<file path="src/design/owmb_pkg.sv">
// ----------------------------------------------------------------------------
// owmb_pkg
// Shared types, codes and defaults for the 1-Wire bus master.
// ----------------------------------------------------------------------------
package owmb_pkg;

    // timer width default and configuration word shape
    localparam int TIMER_WIDTH_DEF = 10;
    localparam int CFG_W           = 10;
    localparam int NUM_CFG         = 7;
    localparam int CFG_IDX_W       = 3;

    // configuration register indexes
    localparam logic [CFG_IDX_W-1:0] CFG_RESET_LOW     = 3'd0;
    localparam logic [CFG_IDX_W-1:0] CFG_PRESENCE_WAIT = 3'd1;
    localparam logic [CFG_IDX_W-1:0] CFG_RESET_TAIL    = 3'd2;
    localparam logic [CFG_IDX_W-1:0] CFG_SLOT_START    = 3'd3;
    localparam logic [CFG_IDX_W-1:0] CFG_WRITE_HOLD    = 3'd4;
    localparam logic [CFG_IDX_W-1:0] CFG_READ_SAMPLE   = 3'd5;
    localparam logic [CFG_IDX_W-1:0] CFG_READ_TAIL     = 3'd6;

    typedef logic [CFG_W-1:0] t_cfg_word;
    typedef t_cfg_word [NUM_CFG-1:0] t_cfg_bank;

    // register values after reset, in ticks
    localparam t_cfg_bank CFG_DEFAULTS = {
        10'd45,   // read tail
        10'd14,   // read sample
        10'd60,   // write hold
        10'd1,    // slot start
        10'd420,  // reset tail
        10'd60,   // presence wait
        10'd480   // reset low
    };

    // command codes on the input channel
    typedef enum logic [1:0] {
        OP_TICK  = 2'd0,
        OP_RESET = 2'd1,
        OP_WRITE = 2'd2,
        OP_READ  = 2'd3
    } t_op;

    // sequencer phases
    typedef enum logic [2:0] {
        PH_IDLE       = 3'd0,
        PH_RST_LOW    = 3'd1,
        PH_RST_WAIT   = 3'd2,
        PH_RST_TAIL   = 3'd3,
        PH_SLOT_START = 3'd4,
        PH_WR_HOLD    = 3'd5,
        PH_RD_WAIT    = 3'd6,
        PH_RD_TAIL    = 3'd7
    } t_phase;

    // one result beat
    typedef struct packed {
        logic       drive_low;
        logic       busy_res;
        logic       done_res;
        logic       no_presence;
        logic [7:0] read_byte;
        logic       rejected;
    } t_result;

endpackage

</file>
<file path="src/design/owmb_if.sv">
// ----------------------------------------------------------------------------
// owmb interfaces
// Command, result and configuration channels of the 1-Wire bus master.
// ----------------------------------------------------------------------------
interface owmb_cmd_if import owmb_pkg::*; ();
    logic       valid;
    logic       ready;
    t_op        op;
    logic [7:0] data_byte;
    logic       line_level;

    modport source (output valid, output op, output data_byte, output line_level,
                    input ready);
    modport sink   (input valid, input op, input data_byte, input line_level,
                    output ready);
endinterface

interface owmb_res_if import owmb_pkg::*; ();
    logic       valid;
    logic       ready;
    logic       drive_low;
    logic       busy_res;
    logic       done_res;
    logic       no_presence;
    logic [7:0] read_byte;
    logic       rejected;

    modport source (output valid, output drive_low, output busy_res, output done_res,
                    output no_presence, output read_byte, output rejected,
                    input ready);
    modport sink   (input valid, input drive_low, input busy_res, input done_res,
                    input no_presence, input read_byte, input rejected,
                    output ready);
endinterface

interface owmb_cfg_if import owmb_pkg::*; ();
    logic                 valid;
    logic                 ready;
    logic [CFG_IDX_W-1:0] index;
    logic [CFG_W-1:0]     data;

    modport source (output valid, output index, output data, input ready);
    modport sink   (input valid, input index, input data, output ready);
endinterface

</file>
<file path="src/design/owmb_cfg.sv">
// ----------------------------------------------------------------------------
// owmb_cfg
// Timing register bank, written through the configuration channel.
// ----------------------------------------------------------------------------
module owmb_cfg import owmb_pkg::*; (
    input  logic       i_clk,
    input  logic       i_rst_n,
    owmb_cfg_if.sink   i_cfg,
    output t_cfg_bank  o_cfg
);

    t_cfg_bank r_cfg;

    // writes are taken whenever out of reset
    assign i_cfg.ready = i_rst_n;

    // register bank, indexes past the list are dropped
    always_ff @(posedge i_clk) begin
        if (!i_rst_n) begin
            r_cfg <= CFG_DEFAULTS;
        end else if (i_cfg.valid) begin
            for (int i = 0; i < NUM_CFG; i++) begin
                if (i_cfg.index == CFG_IDX_W'(i)) begin
                    r_cfg[i] <= i_cfg.data;
                end
            end
        end
    end

    assign o_cfg = r_cfg;

endmodule

</file>
<file path="src/design/owmb_ctrl.sv">
// ----------------------------------------------------------------------------
// owmb_ctrl
// Reset, write-slot and read-slot sequencer, one step per accepted beat.
// ----------------------------------------------------------------------------
module owmb_ctrl import owmb_pkg::*; #(
    parameter int TIMER_WIDTH = TIMER_WIDTH_DEF
) (
    input  logic       i_clk,
    input  logic       i_rst_n,
    input  logic       i_step,
    input  t_op        i_op,
    input  logic [7:0] i_data_byte,
    input  logic       i_line_level,
    input  t_cfg_bank  i_cfg,
    output t_result    o_result,
    output logic       o_idle
);

    localparam int CMP_W = (TIMER_WIDTH > CFG_W) ? TIMER_WIDTH : CFG_W;
    localparam logic [TIMER_WIDTH-1:0] TIMER_MAX = '1;

    t_phase                 r_phase,     n_phase;
    t_op                    r_cmd,       n_cmd;
    logic [TIMER_WIDTH-1:0] r_tick,      n_tick;
    logic [2:0]             r_bit,       n_bit;
    logic [7:0]             r_shift,     n_shift;
    logic                   r_presence,  n_presence;
    logic [7:0]             r_last_read, n_last_read;
    logic                   r_drive,     n_drive;

    logic [TIMER_WIDTH-1:0] tick_inc;
    t_cfg_word              cfg_sel;
    logic                   count_done;
    logic                   done;
    logic                   rejected;

    // saturating tick count and phase-end compare
    assign tick_inc = (r_tick != TIMER_MAX) ? r_tick + 1'b1 : r_tick;

    always_comb begin
        case (r_phase)
            PH_RST_LOW:    cfg_sel = i_cfg[CFG_RESET_LOW];
            PH_RST_WAIT:   cfg_sel = i_cfg[CFG_PRESENCE_WAIT];
            PH_RST_TAIL:   cfg_sel = i_cfg[CFG_RESET_TAIL];
            PH_SLOT_START: cfg_sel = i_cfg[CFG_SLOT_START];
            PH_WR_HOLD:    cfg_sel = i_cfg[CFG_WRITE_HOLD];
            PH_RD_WAIT:    cfg_sel = i_cfg[CFG_READ_SAMPLE];
            PH_RD_TAIL:    cfg_sel = i_cfg[CFG_READ_TAIL];
            default:       cfg_sel = '0;
        endcase
    end

    assign count_done = (CMP_W'(tick_inc) >= CMP_W'(cfg_sel)) || (tick_inc == TIMER_MAX);

    // state register
    always_ff @(posedge i_clk) begin
        if (!i_rst_n) begin
            r_phase     <= PH_IDLE;
            r_cmd       <= OP_TICK;
            r_tick      <= '0;
            r_bit       <= '0;
            r_shift     <= '0;
            r_presence  <= 1'b0;
            r_last_read <= '0;
            r_drive     <= 1'b0;
        end else if (i_step) begin
            r_phase     <= n_phase;
            r_cmd       <= n_cmd;
            r_tick      <= n_tick;
            r_bit       <= n_bit;
            r_shift     <= n_shift;
            r_presence  <= n_presence;
            r_last_read <= n_last_read;
            r_drive     <= n_drive;
        end
    end

    // next state for one beat
    always_comb begin
        n_phase     = r_phase;
        n_cmd       = r_cmd;
        n_tick      = r_tick;
        n_bit       = r_bit;
        n_shift     = r_shift;
        n_presence  = r_presence;
        n_last_read = r_last_read;
        n_drive     = r_drive;
        done        = 1'b0;
        rejected    = 1'b0;

        if (i_op != OP_TICK) begin
            // command beat: start when idle, refuse otherwise
            if (r_phase != PH_IDLE) begin
                rejected = 1'b1;
            end else begin
                n_cmd   = i_op;
                n_tick  = '0;
                n_bit   = '0;
                n_drive = 1'b1;
                if (i_op == OP_RESET) begin
                    n_phase = PH_RST_LOW;
                end else begin
                    n_shift = (i_op == OP_WRITE) ? i_data_byte : 8'h00;
                    n_phase = PH_SLOT_START;
                end
            end
        end else begin
            case (r_phase)
                PH_RST_LOW: begin
                    n_tick = tick_inc;
                    if (count_done) begin
                        n_phase = PH_RST_WAIT;
                        n_tick  = '0;
                        n_drive = 1'b0;
                    end
                end
                PH_RST_WAIT: begin
                    n_tick = tick_inc;
                    if (count_done) begin
                        n_presence = i_line_level;
                        n_phase    = PH_RST_TAIL;
                        n_tick     = '0;
                    end
                end
                PH_RST_TAIL: begin
                    n_tick = tick_inc;
                    if (count_done) begin
                        n_phase = PH_IDLE;
                        n_tick  = '0;
                        done    = 1'b1;
                    end
                end
                PH_SLOT_START: begin
                    if (!r_drive) begin
                        // recovery tick over, slot begins
                        n_drive = 1'b1;
                        n_tick  = '0;
                    end else begin
                        n_tick = tick_inc;
                        if (count_done) begin
                            n_tick = '0;
                            if (r_cmd == OP_WRITE) begin
                                n_phase = PH_WR_HOLD;
                                n_drive = ~r_shift[0];
                            end else begin
                                n_phase = PH_RD_WAIT;
                                n_drive = 1'b0;
                            end
                        end
                    end
                end
                PH_WR_HOLD: begin
                    n_tick = tick_inc;
                    if (count_done) begin
                        n_shift = {1'b0, r_shift[7:1]};
                        n_tick  = '0;
                        n_drive = 1'b0;
                        if (r_bit == 3'd7) begin
                            n_bit   = '0;
                            n_phase = PH_IDLE;
                            done    = 1'b1;
                        end else begin
                            n_bit   = r_bit + 3'd1;
                            n_phase = PH_SLOT_START;
                        end
                    end
                end
                PH_RD_WAIT: begin
                    n_tick = tick_inc;
                    if (count_done) begin
                        n_shift = {i_line_level, r_shift[7:1]};
                        n_phase = PH_RD_TAIL;
                        n_tick  = '0;
                    end
                end
                PH_RD_TAIL: begin
                    n_tick = tick_inc;
                    if (count_done) begin
                        n_tick  = '0;
                        n_drive = 1'b0;
                        if (r_bit == 3'd7) begin
                            n_bit       = '0;
                            n_phase     = PH_IDLE;
                            n_last_read = r_shift;
                            done        = 1'b1;
                        end else begin
                            n_bit   = r_bit + 3'd1;
                            n_phase = PH_SLOT_START;
                        end
                    end
                end
                default: begin
                    // idle tick: bus released
                    n_drive = 1'b0;
                end
            endcase
        end
    end

    // result of this beat
    always_comb begin
        o_result.drive_low   = n_drive;
        o_result.busy_res    = (n_phase != PH_IDLE);
        o_result.done_res    = done;
        o_result.no_presence = n_presence;
        o_result.read_byte   = n_last_read;
        o_result.rejected    = rejected;
    end

    assign o_idle = (r_phase == PH_IDLE);

endmodule

</file>
<file path="src/design/owmb_out.sv">
// ----------------------------------------------------------------------------
// owmb_out
// Result register between the sequencer and the result channel.
// ----------------------------------------------------------------------------
module owmb_out import owmb_pkg::*; (
    input  logic        i_clk,
    input  logic        i_rst_n,
    input  logic        i_load,
    input  t_result     i_result,
    output logic        o_ready,
    owmb_res_if.source  o_res
);

    logic    r_valid;
    t_result r_result;

    // room when empty or the held beat leaves this cycle
    assign o_ready = !r_valid || o_res.ready;

    always_ff @(posedge i_clk) begin
        if (!i_rst_n) begin
            r_valid <= 1'b0;
        end else if (o_ready) begin
            r_valid <= i_load;
        end
    end

    always_ff @(posedge i_clk) begin
        if (i_load && o_ready) begin
            r_result <= i_result;
        end
    end

    assign o_res.valid       = r_valid;
    assign o_res.drive_low   = r_result.drive_low;
    assign o_res.busy_res    = r_result.busy_res;
    assign o_res.done_res    = r_result.done_res;
    assign o_res.no_presence = r_result.no_presence;
    assign o_res.read_byte   = r_result.read_byte;
    assign o_res.rejected    = r_result.rejected;

endmodule

</file>
<file path="src/design/one_wire_bus_master.sv">
// ----------------------------------------------------------------------------
// one_wire_bus_master
// 1-Wire bus master stepped by microsecond tick beats and command beats.
// ----------------------------------------------------------------------------
// every beat, tick or command, yields its result beat from the result register in the cycle after it is taken
// throughput: one beat per cycle, limited only by the result register draining
// the sequencer state updates in the same cycle a beat is taken
// reset: synchronous active low; timing registers return to defaults, bus released
// ----------------------------------------------------------------------------
module one_wire_bus_master import owmb_pkg::*; #(
    parameter int TIMER_WIDTH = TIMER_WIDTH_DEF
) (
    input  logic        i_clk,
    input  logic        i_rst_n,
    owmb_cmd_if.sink    i_cmd,
    owmb_cfg_if.sink    i_cfg,
    owmb_res_if.source  o_res
);

    t_cfg_bank cfg;
    t_result   result;
    logic      out_ready;
    logic      step;
    logic      ctrl_idle;

    // a beat is taken whenever the result register has room, out of reset
    assign i_cmd.ready = out_ready && i_rst_n;
    assign step        = i_cmd.valid && i_cmd.ready;

    owmb_cfg u_cfg (
        .i_clk   (i_clk),
        .i_rst_n (i_rst_n),
        .i_cfg   (i_cfg),
        .o_cfg   (cfg)
    );

    owmb_ctrl #(
        .TIMER_WIDTH (TIMER_WIDTH)
    ) u_ctrl (
        .i_clk        (i_clk),
        .i_rst_n      (i_rst_n),
        .i_step       (step),
        .i_op         (i_cmd.op),
        .i_data_byte  (i_cmd.data_byte),
        .i_line_level (i_cmd.line_level),
        .i_cfg        (cfg),
        .o_result     (result),
        .o_idle       (ctrl_idle)
    );

    owmb_out u_out (
        .i_clk    (i_clk),
        .i_rst_n  (i_rst_n),
        .i_load   (step),
        .i_result (result),
        .o_ready  (out_ready),
        .o_res    (o_res)
    );

    // a finished command leaves the sequencer idle
    a_done_not_busy: assert property (@(posedge i_clk) disable iff (!i_rst_n)
        o_res.valid |-> !(o_res.done_res && o_res.busy_res))
        else $error("done and busy reported together");

    // a tick while idle gives a released, idle result
    a_idle_tick: assert property (@(posedge i_clk) disable iff (!i_rst_n)
        (step && ctrl_idle && i_cmd.op == OP_TICK) |=>
            (o_res.valid && !o_res.drive_low && !o_res.busy_res && !o_res.rejected))
        else $error("idle tick gave an active result");

    // an empty result register never stalls the command side
    a_empty_ready: assert property (@(posedge i_clk) disable iff (!i_rst_n)
        !o_res.valid |-> i_cmd.ready)
        else $error("command stalled with empty result register");

endmodule
</file>
<file path="src/flat_wrapper.sv">
// flat-port wrapper written by rule: the top's interface ports become plain ports
module one_wire_bus_master_flat import owmb_pkg::*;
#(
    parameter int TIMER_WIDTH = TIMER_WIDTH_DEF
)
  (i_clk, i_rst_n, i_cmd_valid, i_cmd_op, i_cmd_data_byte, i_cmd_line_level, i_cmd_ready, i_cfg_valid, i_cfg_index, i_cfg_data, i_cfg_ready, o_res_valid, o_res_drive_low, o_res_busy_res, o_res_done_res, o_res_no_presence, o_res_read_byte, o_res_rejected, o_res_ready);
  owmb_cmd_if i_cmd_i ();
  owmb_cfg_if i_cfg_i ();
  owmb_res_if o_res_i ();
  input  logic i_clk;
  input  logic i_rst_n;
  input wire logic [$bits(i_cmd_i.valid)-1:0] i_cmd_valid;
  input wire logic [$bits(i_cmd_i.op)-1:0] i_cmd_op;
  input wire logic [$bits(i_cmd_i.data_byte)-1:0] i_cmd_data_byte;
  input wire logic [$bits(i_cmd_i.line_level)-1:0] i_cmd_line_level;
  output wire logic [$bits(i_cmd_i.ready)-1:0] i_cmd_ready;
  input wire logic [$bits(i_cfg_i.valid)-1:0] i_cfg_valid;
  input wire logic [$bits(i_cfg_i.index)-1:0] i_cfg_index;
  input wire logic [$bits(i_cfg_i.data)-1:0] i_cfg_data;
  output wire logic [$bits(i_cfg_i.ready)-1:0] i_cfg_ready;
  output wire logic [$bits(o_res_i.valid)-1:0] o_res_valid;
  output wire logic [$bits(o_res_i.drive_low)-1:0] o_res_drive_low;
  output wire logic [$bits(o_res_i.busy_res)-1:0] o_res_busy_res;
  output wire logic [$bits(o_res_i.done_res)-1:0] o_res_done_res;
  output wire logic [$bits(o_res_i.no_presence)-1:0] o_res_no_presence;
  output wire logic [$bits(o_res_i.read_byte)-1:0] o_res_read_byte;
  output wire logic [$bits(o_res_i.rejected)-1:0] o_res_rejected;
  input wire logic [$bits(o_res_i.ready)-1:0] o_res_ready;
  assign i_cmd_i.valid = i_cmd_valid;
  assign i_cmd_i.op = i_cmd_op;
  assign i_cmd_i.data_byte = i_cmd_data_byte;
  assign i_cmd_i.line_level = i_cmd_line_level;
  assign i_cmd_ready = i_cmd_i.ready;
  assign i_cfg_i.valid = i_cfg_valid;
  assign i_cfg_i.index = i_cfg_index;
  assign i_cfg_i.data = i_cfg_data;
  assign i_cfg_ready = i_cfg_i.ready;
  assign o_res_valid = o_res_i.valid;
  assign o_res_drive_low = o_res_i.drive_low;
  assign o_res_busy_res = o_res_i.busy_res;
  assign o_res_done_res = o_res_i.done_res;
  assign o_res_no_presence = o_res_i.no_presence;
  assign o_res_read_byte = o_res_i.read_byte;
  assign o_res_rejected = o_res_i.rejected;
  assign o_res_i.ready = o_res_ready;
  one_wire_bus_master #(.TIMER_WIDTH(TIMER_WIDTH)) u_core (.i_clk(i_clk), .i_rst_n(i_rst_n), .i_cmd(i_cmd_i), .i_cfg(i_cfg_i), .o_res(o_res_i));
endmodule
</file>
<file path="config.mk">
export PLATFORM = sky130hd
export DESIGN_NAME = one_wire_bus_master_flat
export DESIGN_NICKNAME = d
export VERILOG_FILES = /design/src/design/owmb_pkg.sv /design/src/design/owmb_if.sv /design/src/design/owmb_cfg.sv /design/src/design/owmb_ctrl.sv /design/src/design/owmb_out.sv /design/src/design/one_wire_bus_master.sv /design/src/flat_wrapper.sv
export SDC_FILE = /design/constraint.sdc
export NUM_CORES = 1
export LEC_CHECK = 0
export BUFFER_PORTS_ARGS = -buffer_cell sky130_fd_sc_hd__clkbuf_2
export CORE_UTILIZATION = 31
export DETAILED_ROUTE_END_ITERATION = 6
export GPL_ROUTABILITY_DRIVEN = 0
export PLACE_DENSITY = 0.53
export SLEW_MARGIN = 15
export SYNTH_ARGS = -nofsm -noshare
export SYNTH_HDL_FRONTEND = slang
export SYNTH_HIERARCHICAL = 1
export SYNTH_SLANG_ARGS = --single-unit
</file>
<file path="constraint.sdc">
create_clock -name i_clk -period 4.7 [get_ports i_clk]
set_clock_uncertainty 0.15 [all_clocks]
set_input_delay 0.705 -clock i_clk [delete_from_list [all_inputs] [get_ports i_clk]]
set_output_delay 0.705 -clock i_clk [all_outputs]
set_load 0.03 [all_outputs]
</file>
# Word level (Yosys, flattened, before mapping)
# Index checks and enable logic that the tools add are counted.
# totals
regBits,120
wordCells,130
in_bits,29
# classes
addsub,2
n_lt_le_gt_ge,1
muxes,51
n_bitwise,2
n_eq_ne,23
reduce_logical,29
# ops
op,n
$mux 8,10
$pmux 10 s7,1
$mux 10,5
$mux 3,16
$eq 3x3->1 const B,8
$pmux 10 s2,1
$pmux 3 s6,1
$pmux 8 s2,1
$reduce_and 2->1,7
$mux 1,13
$eq 3x2->1 const B,4
$reduce_bool 3->1,4
$add 10x1->10 const B,1
$eq 10x10->1 const B,1
$ge 10x10->1,1
$ne 10x10->1 const B,1
$eq 3x1->1 const B,2
$ne 3x3->1 const B,2
$reduce_and 3->1,2
$reduce_and 6->1,1
$reduce_bool 2->1,3
$reduce_or 3->1,2
$reduce_or 6->1,1
$eq 2x2->1 const B,2
13 further kinds,18

# Depth between registers and ports, before layout
# Gate-level depths: netlist of the first run.
# logic_depth
depth_word,9
mapped_depth,18
ltp_nobuf,13

# Cells and area by module
# Netlist of the first run, hierarchy kept.
# by_module_without_submodules
mod,seq_area_each_um2,n_inst,cells_each,area_per_inst_um2
owmb_ctrl,720.7,1,399,3164.3
owmb_cfg,1401.3,1,257,2703.8
owmb_out,410.4,1,18,447.9
one_wire_bus_master,0.0,1,2,12.5

# Worst setup path before layout of the first run
# Ideal clock, no wire load.
# synth_timing
kind,register -> register
startpoint,reg u_core.u_ctrl.r_phase[0]
endpoint,"reg u_core.u_out.r_result, in the netlist u_core/u_out/o_res.busy_res, data pin"
arrival_time_ns,3.435
period_less_slack_ns,3.858
setup_ns,0.273
path_stages_with_launch,16
n_path_buf,5
setup_slack_ns,0.842
cell_sequence,dfxtp_1 -> clkbuf_1 -> buf_1 -> clkbuf_1 -> nand2_1 -> o21ai_0 -> a221oi_1 -> ha_1 -> a21o_1 -> a21o_1 -> a221oi_1 -> o21a_1 -> buf_4 -> buf_2 -> a2bb2oi_1 -> o22ai_1
# synth_rtl
item,line_no,rtl
"start, declared",owmb_ctrl.sv:22,"t_phase r_phase, n_phase;"
"start signal, assigned",owmb_ctrl.sv:67,r_phase <= n_phase;
"end signal, assigned",owmb_out.sv:30,r_result <= i_result;
"end, declared",owmb_out.sv:15,t_result r_result;

==> impl_metrics.env, run 1 <==
export IMPL_hp_class="reg2reg"
export IMPL_synth_seq_cells=120
export IMPL_cp_end_kind="flop"
export IMPL_cp_required_ns=4.72
export IMPL_cp_max_fo=15
export IMPL_yosysUniqueCellTypes=60
export IMPL_vias=4962
export IMPL_finalMaxSlewViolations=0
export IMPL_viasPerCell=5.10
export IMPL_dieHeight_um=145
export IMPL_period_minus_slack_ns=4.16
export IMPL_yosysTopAreaCell="dfxtp_1"
export IMPL_status="completed"
export IMPL_worst_slack_ns=0.539
export IMPL_track_usage_pct=16.0
export IMPL_use_met3_pct=3.32
export IMPL_synth_top_area_share_pct=33.8
export IMPL_io_buffers=44
export IMPL_hold_ws_ns=0.307
export IMPL_hold_buffers=0
export IMPL_worstSetupStartpointType="flop"
export IMPL_dieArea_mm2=0.0210
export IMPL_clockBufferDepth=2
export IMPL_r2r_slack_ns=0.54
export IMPL_fin_util_pct=37.2
export IMPL_root_buffer="clkbuf_16"
export IMPL_avgRoutedWirePerCell_um=15.9
export IMPL_synth_common_cells="nand2_1 (110), dfxtp_1 (107), mux2i_1 (100)"
export IMPL_ys_top_cells_by_area="dfxtp_1 (34%), mux2i_1 (16%), nand2_1 (6.5%)"
export IMPL_rsz0062_at_grt="no"
export IMPL_drt_first_pass_iters=4
export IMPL_power_leakage_nw=2.99
export IMPL_path_buf_inv=0
export IMPL_grt_busiest_layer="met2"
export IMPL_grt_first_pass_wirelength_um=25600
export IMPL_critical_path_max_stage_delay_ns=0.60
export IMPL_clkTransAtPathRegs_ns=0.06
export IMPL_diodes=0
export IMPL_drv_cap=0
export IMPL_dpl_cell_area_mm2=0.00672
export IMPL_antenna_found_initial=0
export IMPL_stdcell_count=972
export IMPL_dr_first_iter_drc_count=352
export IMPL_pre_cts_ws_ns=0.589
export IMPL_clk_latency_ns=0.42
export IMPL_max_slew_worst_pin_slew_ns=1.04
export IMPL_fin_setup_tns_ns=0
export IMPL_use_met1_pct=19.9
export IMPL_grtUsageMet2_pct=26.9
export IMPL_post_route_period_util_pct=88.5
export IMPL_p_per_area_mw_per_mm2=366
export IMPL_post_dp_hpwl_um=10400
export IMPL_numCtsBuffers=17
export IMPL_wl_um=15500
export IMPL_dp_cells=940
export IMPL_ir_worst_vdd_mv=0.252
export IMPL_slew_headroom_pct=30.3
export IMPL_ant_nets=0
export IMPL_synthFlopType="dfxtp_1"
export IMPL_row_count=51
export IMPL_grt_pass1_vias=5053
export IMPL_nets=736
export IMPL_final_setup_viol_count=0
export IMPL_die_w_um=145
export IMPL_tritoncts="done"
export IMPL_p_total_mw=2.68
export IMPL_post_cts_buffers=0
export IMPL_seq_area_frac_synth_pct=40.0
export IMPL_synth_edf_count=13
export IMPL_gr_total_overflow=0
export IMPL_yosysWarnings=6
export IMPL_syn_area_per_cell_um2=9.36
export IMPL_synth_async_reset_ratio_pct=0
export IMPL_io_pin_count=45
export IMPL_clock_sinks=120
export IMPL_area_growth_pct=16.0
export IMPL_fmax_ghz=0.240
export IMPL_route_detailed_drc=0
export IMPL_core_mm2=0.0197
export IMPL_crit_family="compound AO/OA/AOI/OAI gates"
export IMPL_syn_instance_count=676
export IMPL_fin_area_mm2=0.00734
export IMPL_report_final_hold_viol_count=0
export IMPL_yosysMostFrequentCell="nand2_1"
export IMPL_crit_slowest_cell="o21a_1"
export IMPL_drive_gt1_share_pct=17.5
export IMPL_arrival_ns=4.18
export IMPL_path_class="reg2reg"
export IMPL_htreeDepth=4
export IMPL_ctsResizeCount=0
export IMPL_grt_max_degree=98
export IMPL_syn_area_mm2=0.00633
export IMPL_worstPathCellList="ha_1 -> and2_1 -> a31oi_1 -> a31oi_1 -> ha_1 -> a21o_1 -> a21o_1 -> a221oi_1 -> o21a_1 -> nor3_4 -> mux2_1"
export IMPL_start_util_pct=32.1
export IMPL_syn_num_nets=718
[layout make-up]
cell class              count  area, um^2
clock buffers              17         425
clock inverters            15         190
fillers                  1964       12400
inverters                   5        18.8
multi-input cells         495        3520
flip-flops and latches    120        2530
well taps                 265         332
repair buffers             55         318
[sequential cells by signal, summed over array words and instances, names as in the netlist]
name	count
u_core/u_out/o_res.read_byte	8
u_core/u_ctrl/r_bit	3
u_core/u_ctrl/r_shift	8
u_core/u_ctrl/r_cmd	2
u_core/u_ctrl/r_last_read	8
u_core/u_out/o_res.drive_low	1
u_core/u_out/o_res.no_presence	1
u_core/u_out/o_res.busy_res	1
u_core/u_ctrl/r_presence	1
u_core/u_out/o_res.valid	1
u_core/u_out/o_res.done_res	1
u_core/u_ctrl/r_phase	3
u_core/u_cfg/o_cfg	70
u_core/u_ctrl/r_tick	10
u_core/u_out/o_res.rejected	1
u_core/u_ctrl/r_drive	1
[final timing paths]
check | from | cells after the start | end
max | u_core/u_ctrl/r_tick[0] | 11 | u_core/u_out/o_res.read_byte[7]
min reg2reg | u_core/u_cfg/o_cfg[57] | 2 | u_core/u_cfg/o_cfg[57]
max reg2reg | u_core/u_ctrl/r_tick[0] | 11 | u_core/u_out/o_res.read_byte[7]
min | u_core/u_cfg/o_cfg[57] | 2 | u_core/u_cfg/o_cfg[57]
[cells in the final DEF, fill, tap and decap left out, types with 4 or more instances in the layout]
| cell type | netlist | final |
|---|---|---|
| o31ai_1 | 4 | 4 |
| and2_1 | 7 | 7 |
| nand3_1 | 14 | 14 |
| nor4_1 | 4 | 4 |
| a22oi_1 | 10 | 10 |
| clkbuf_2 | 0 | 43 |
| nor2b_1 | 35 | 35 |
| nand3b_1 | 5 | 5 |
| o22ai_1 | 4 | 4 |
| dfxtp_1 | 107 | 106 |
| nor2_1 | 26 | 26 |
| o21ai_0 | 14 | 14 |
| ha_1 | 13 | 13 |
| mux2i_1 | 100 | 100 |
| nor3_1 | 7 | 7 |
| mux4_2 | 6 | 6 |
| mux2_2 | 19 | 19 |
| a31oi_1 | 6 | 6 |
| nand2_1 | 110 | 110 |
| nand4_1 | 6 | 6 |
| inv_1 | 5 | 5 |
| clkbuf_16 | 0 | 17 |
| nand2b_1 | 5 | 5 |
| buf_4 | 6 | 11 |
| a211oi_1 | 7 | 7 |
| nand4b_1 | 4 | 4 |
| inv_6 | 0 | 4 |
| a21oi_1 | 39 | 39 |
| edfxtp_1 | 13 | 13 |
[cells by family (layout without fill, tap and decap cells)]
group	count (synthesis)	after routing	synth area share, %
multiplexers	128	128	21.9
adder cells (fa/ha/maj)	13	13	2.57
AND/OR/NAND/NOR	243	243	19.5
AO/OA/AOI/OAI	110	110	11.6
flip-flops	120	120	40.0
buffers and inverters	61	92	4.35
XOR/XNOR	1	1	0.138
[power breakdown]
group / switching, mW / internal (mW) / leakage (nW)
combinational: 0.151 / 0.0891 / 1.70
sequential: 0.0178 / 1.06 / 0.990
clock: 0.520 / 0.847 / 0.307
[worst register-to-register path: cells and delay by family, from the launching register on]
kind,cells,cell delay [ns]
flops,1,0.47
compound gates,6,1.84
fa+ha+maj,2,0.57
mux,1,0.34
simple gates,2,0.53
[layer usage]
metal / vias to the layer above / share of wire [%]
li1: 2463 / -
met1: 2391 / 49
met2: 89 / 47
met3: 19 / 2.8
met4: 0 / 1.2
met5: - / 0
Note: power is estimated with default switching activity, not from simulation.
==> run 2, diff against run 1 <==
==> constraint.sdc (replaced) <==
create_clock -name i_clk -period 4.7 [get_ports i_clk]
set_clock_uncertainty 0.15 [all_clocks]
set_input_delay 0.94 -clock i_clk [delete_from_list [all_inputs] [get_ports i_clk]]
set_output_delay 0.94 -clock i_clk [all_outputs]
set_load 0.03 [all_outputs]
==> run 2 against run 1 <==
Combinational power about the same. Via count increased by 1.7%. Critical path depth did not move. Largest power group unchanged. Sequential share of layout area increased by 0.077 points. Critical path type unchanged.
==> impl_metrics.env, run 2 (synthesis results as in run 1) <==
export IMPL_core_mm2=0.0197
export IMPL_mostFrequentLayoutCell="nand2_1"
export IMPL_r2r_slack_ns=0.54
export IMPL_numCtsBuffers=17
export IMPL_route_detailed_drc=0
export IMPL_finalMaxSlewViolations=0
export IMPL_drv_cap=0
export IMPL_largest_reg_flops=70
export IMPL_power_leakage_nw=2.98
export IMPL_p_sw_share_pct=25.4
export IMPL_clk_latency_ns=0.42
export IMPL_track_usage_pct=16.1
export IMPL_p_per_area_mw_per_mm2=359
export IMPL_worst_slack_ns=0.537
export IMPL_diodes=0
export IMPL_post_dp_hpwl_um=10500
export IMPL_tritoncts="done"
export IMPL_report_final_hold_viol_count=0
export IMPL_hp_class="reg2reg"
export IMPL_drt_first_pass_iters=6
export IMPL_grt_pass1_vias=5104
export IMPL_area_growth_pct=15.7
export IMPL_clkTransAtPathRegs_ns=0.06
export IMPL_fin_setup_tns_ns=0
export IMPL_gr_total_overflow=0
export IMPL_cp_max_fo=15
export IMPL_final_setup_viol_count=0
export IMPL_critical_path_max_stage_delay_ns=0.59
export IMPL_io_pin_count=45
export IMPL_max_slew_worst_pin_slew_ns=1.11
export IMPL_grt_max_degree=89
export IMPL_drive_gt1_share_pct=17.5
export IMPL_stdcell_count=973
export IMPL_ant_nets=0
export IMPL_p_sw_mw=0.668
export IMPL_status="completed"
export IMPL_dpl_cell_area_mm2=0.00673
export IMPL_worstSetupStartpointType="flop"
export IMPL_p_seq_share_pct=40.9
export IMPL_final_cell_mix="nand2_1 (110), dfxtp_1 (106), mux2i_1 (100), clkbuf_2 (43), a21oi_1 (39)"
export IMPL_worstPathCellList="ha_1 -> and2_1 -> a31oi_1 -> a31oi_1 -> ha_1 -> a21o_1 -> a21o_1 -> a221oi_1 -> o21a_1 -> nor3_4 -> mux2_1"
export IMPL_post_cts_buffers=0
export IMPL_p_total_mw=2.63
export IMPL_internal_power_mw=1.96
export IMPL_clockBufferDepth=2
export IMPL_fmax_ghz=0.240
export IMPL_dieHeight_um=145
export IMPL_io_buffers=44
export IMPL_viasPerCell=5.19
export IMPL_p_clk_share_pct=49.9
export IMPL_path_class="reg2reg"
export IMPL_wl_um=15700
export IMPL_fin_util_pct=37.1
export IMPL_hold_ws_ns=0.305
export IMPL_die_w_um=145
export IMPL_pre_cts_ws_ns=0.620
export IMPL_arrival_ns=4.17
export IMPL_start_util_pct=32.1
export IMPL_cp_end_kind="flop"
export IMPL_dp_cells=941
export IMPL_antenna_found_initial=0
export IMPL_root_buffer="clkbuf_16"
export IMPL_ctsResizeCount=0
export IMPL_grt_first_pass_wirelength_um=25600
export IMPL_htreeDepth=4
export IMPL_cp_required_ns=4.71
export IMPL_vias=5048
export IMPL_ir_worst_vdd_mv=0.229
export IMPL_period_minus_slack_ns=4.16
export IMPL_row_count=51
export IMPL_slew_headroom_pct=25.9
export IMPL_hold_buffers=0
export IMPL_rsz0062_at_grt="no"
export IMPL_crit_slowest_cell="o21a_1"
export IMPL_post_route_period_util_pct=88.6
export IMPL_clock_sinks=120
export IMPL_dr_first_iter_drc_count=430
export IMPL_fill_cells=1995
export IMPL_fin_area_mm2=0.00732
export IMPL_dieArea_mm2=0.0210
export IMPL_nets=737
export IMPL_avgRoutedWirePerCell_um=16.1
export IMPL_power_frac_comb_pct=9.2
[run 2: per-layer routing]
| metal | global-route usage [%] | vias up | wire length, um |
|---|---|---|---|
| met5 | 0 | - | 0 |
| met4 | 7.98 | 0 | 344 |
| met2 | 26.1 | 155 | 7280 |
| met1 | 19.9 | 2403 | 7240 |
| li1 | - | 2465 | - |
| met3 | 3.98 | 25 | 812 |
[run 2: final cells by class]
class	count	area, um^2	area share (%)
repair buffers	56	325	4.44
inverters	5	18.8	0.256
clock buffers	20	457	6.24
clock inverters	12	135	1.85
flip-flops and latches	120	2530	34.6
multi-input cells	495	3520	48.1
well taps	265	332	4.53
[run 2: power groups by stage]
stage	Combinational (mW)	Clock, mW	Sequential [mW]
2_1_floorplan	0.173	0	1.10
3_3_place_gp	0.236	0	1.10
3_5_place_dp	0.240	0	1.10
4_1_cts	0.241	1.34	1.08
5_1_grt	0.265	1.40	1.08
6_report	0.241	1.31	1.08
[run 2: path summary, 6_finish.rpt]
path,start,endpoint,cells past startpoint
setup / recovery,u_core/u_ctrl/r_tick[0],u_core/u_out/o_res.read_byte[1],11
hold / removal,u_core/u_ctrl/r_presence,u_core/u_ctrl/r_presence,2
setup reg to reg,u_core/u_ctrl/r_tick[0],u_core/u_out/o_res.read_byte[1],11
hold reg to reg,u_core/u_ctrl/r_presence,u_core/u_ctrl/r_presence,2
[run 2: critical path: cells and delay by family (launching register included)]
family / cells / cell delay (ns)
mux: 1 / 0.36
fa+ha+maj: 2 / 0.59
simple gates: 2 / 0.52
compound gates: 6 / 1.81
flops: 1 / 0.48
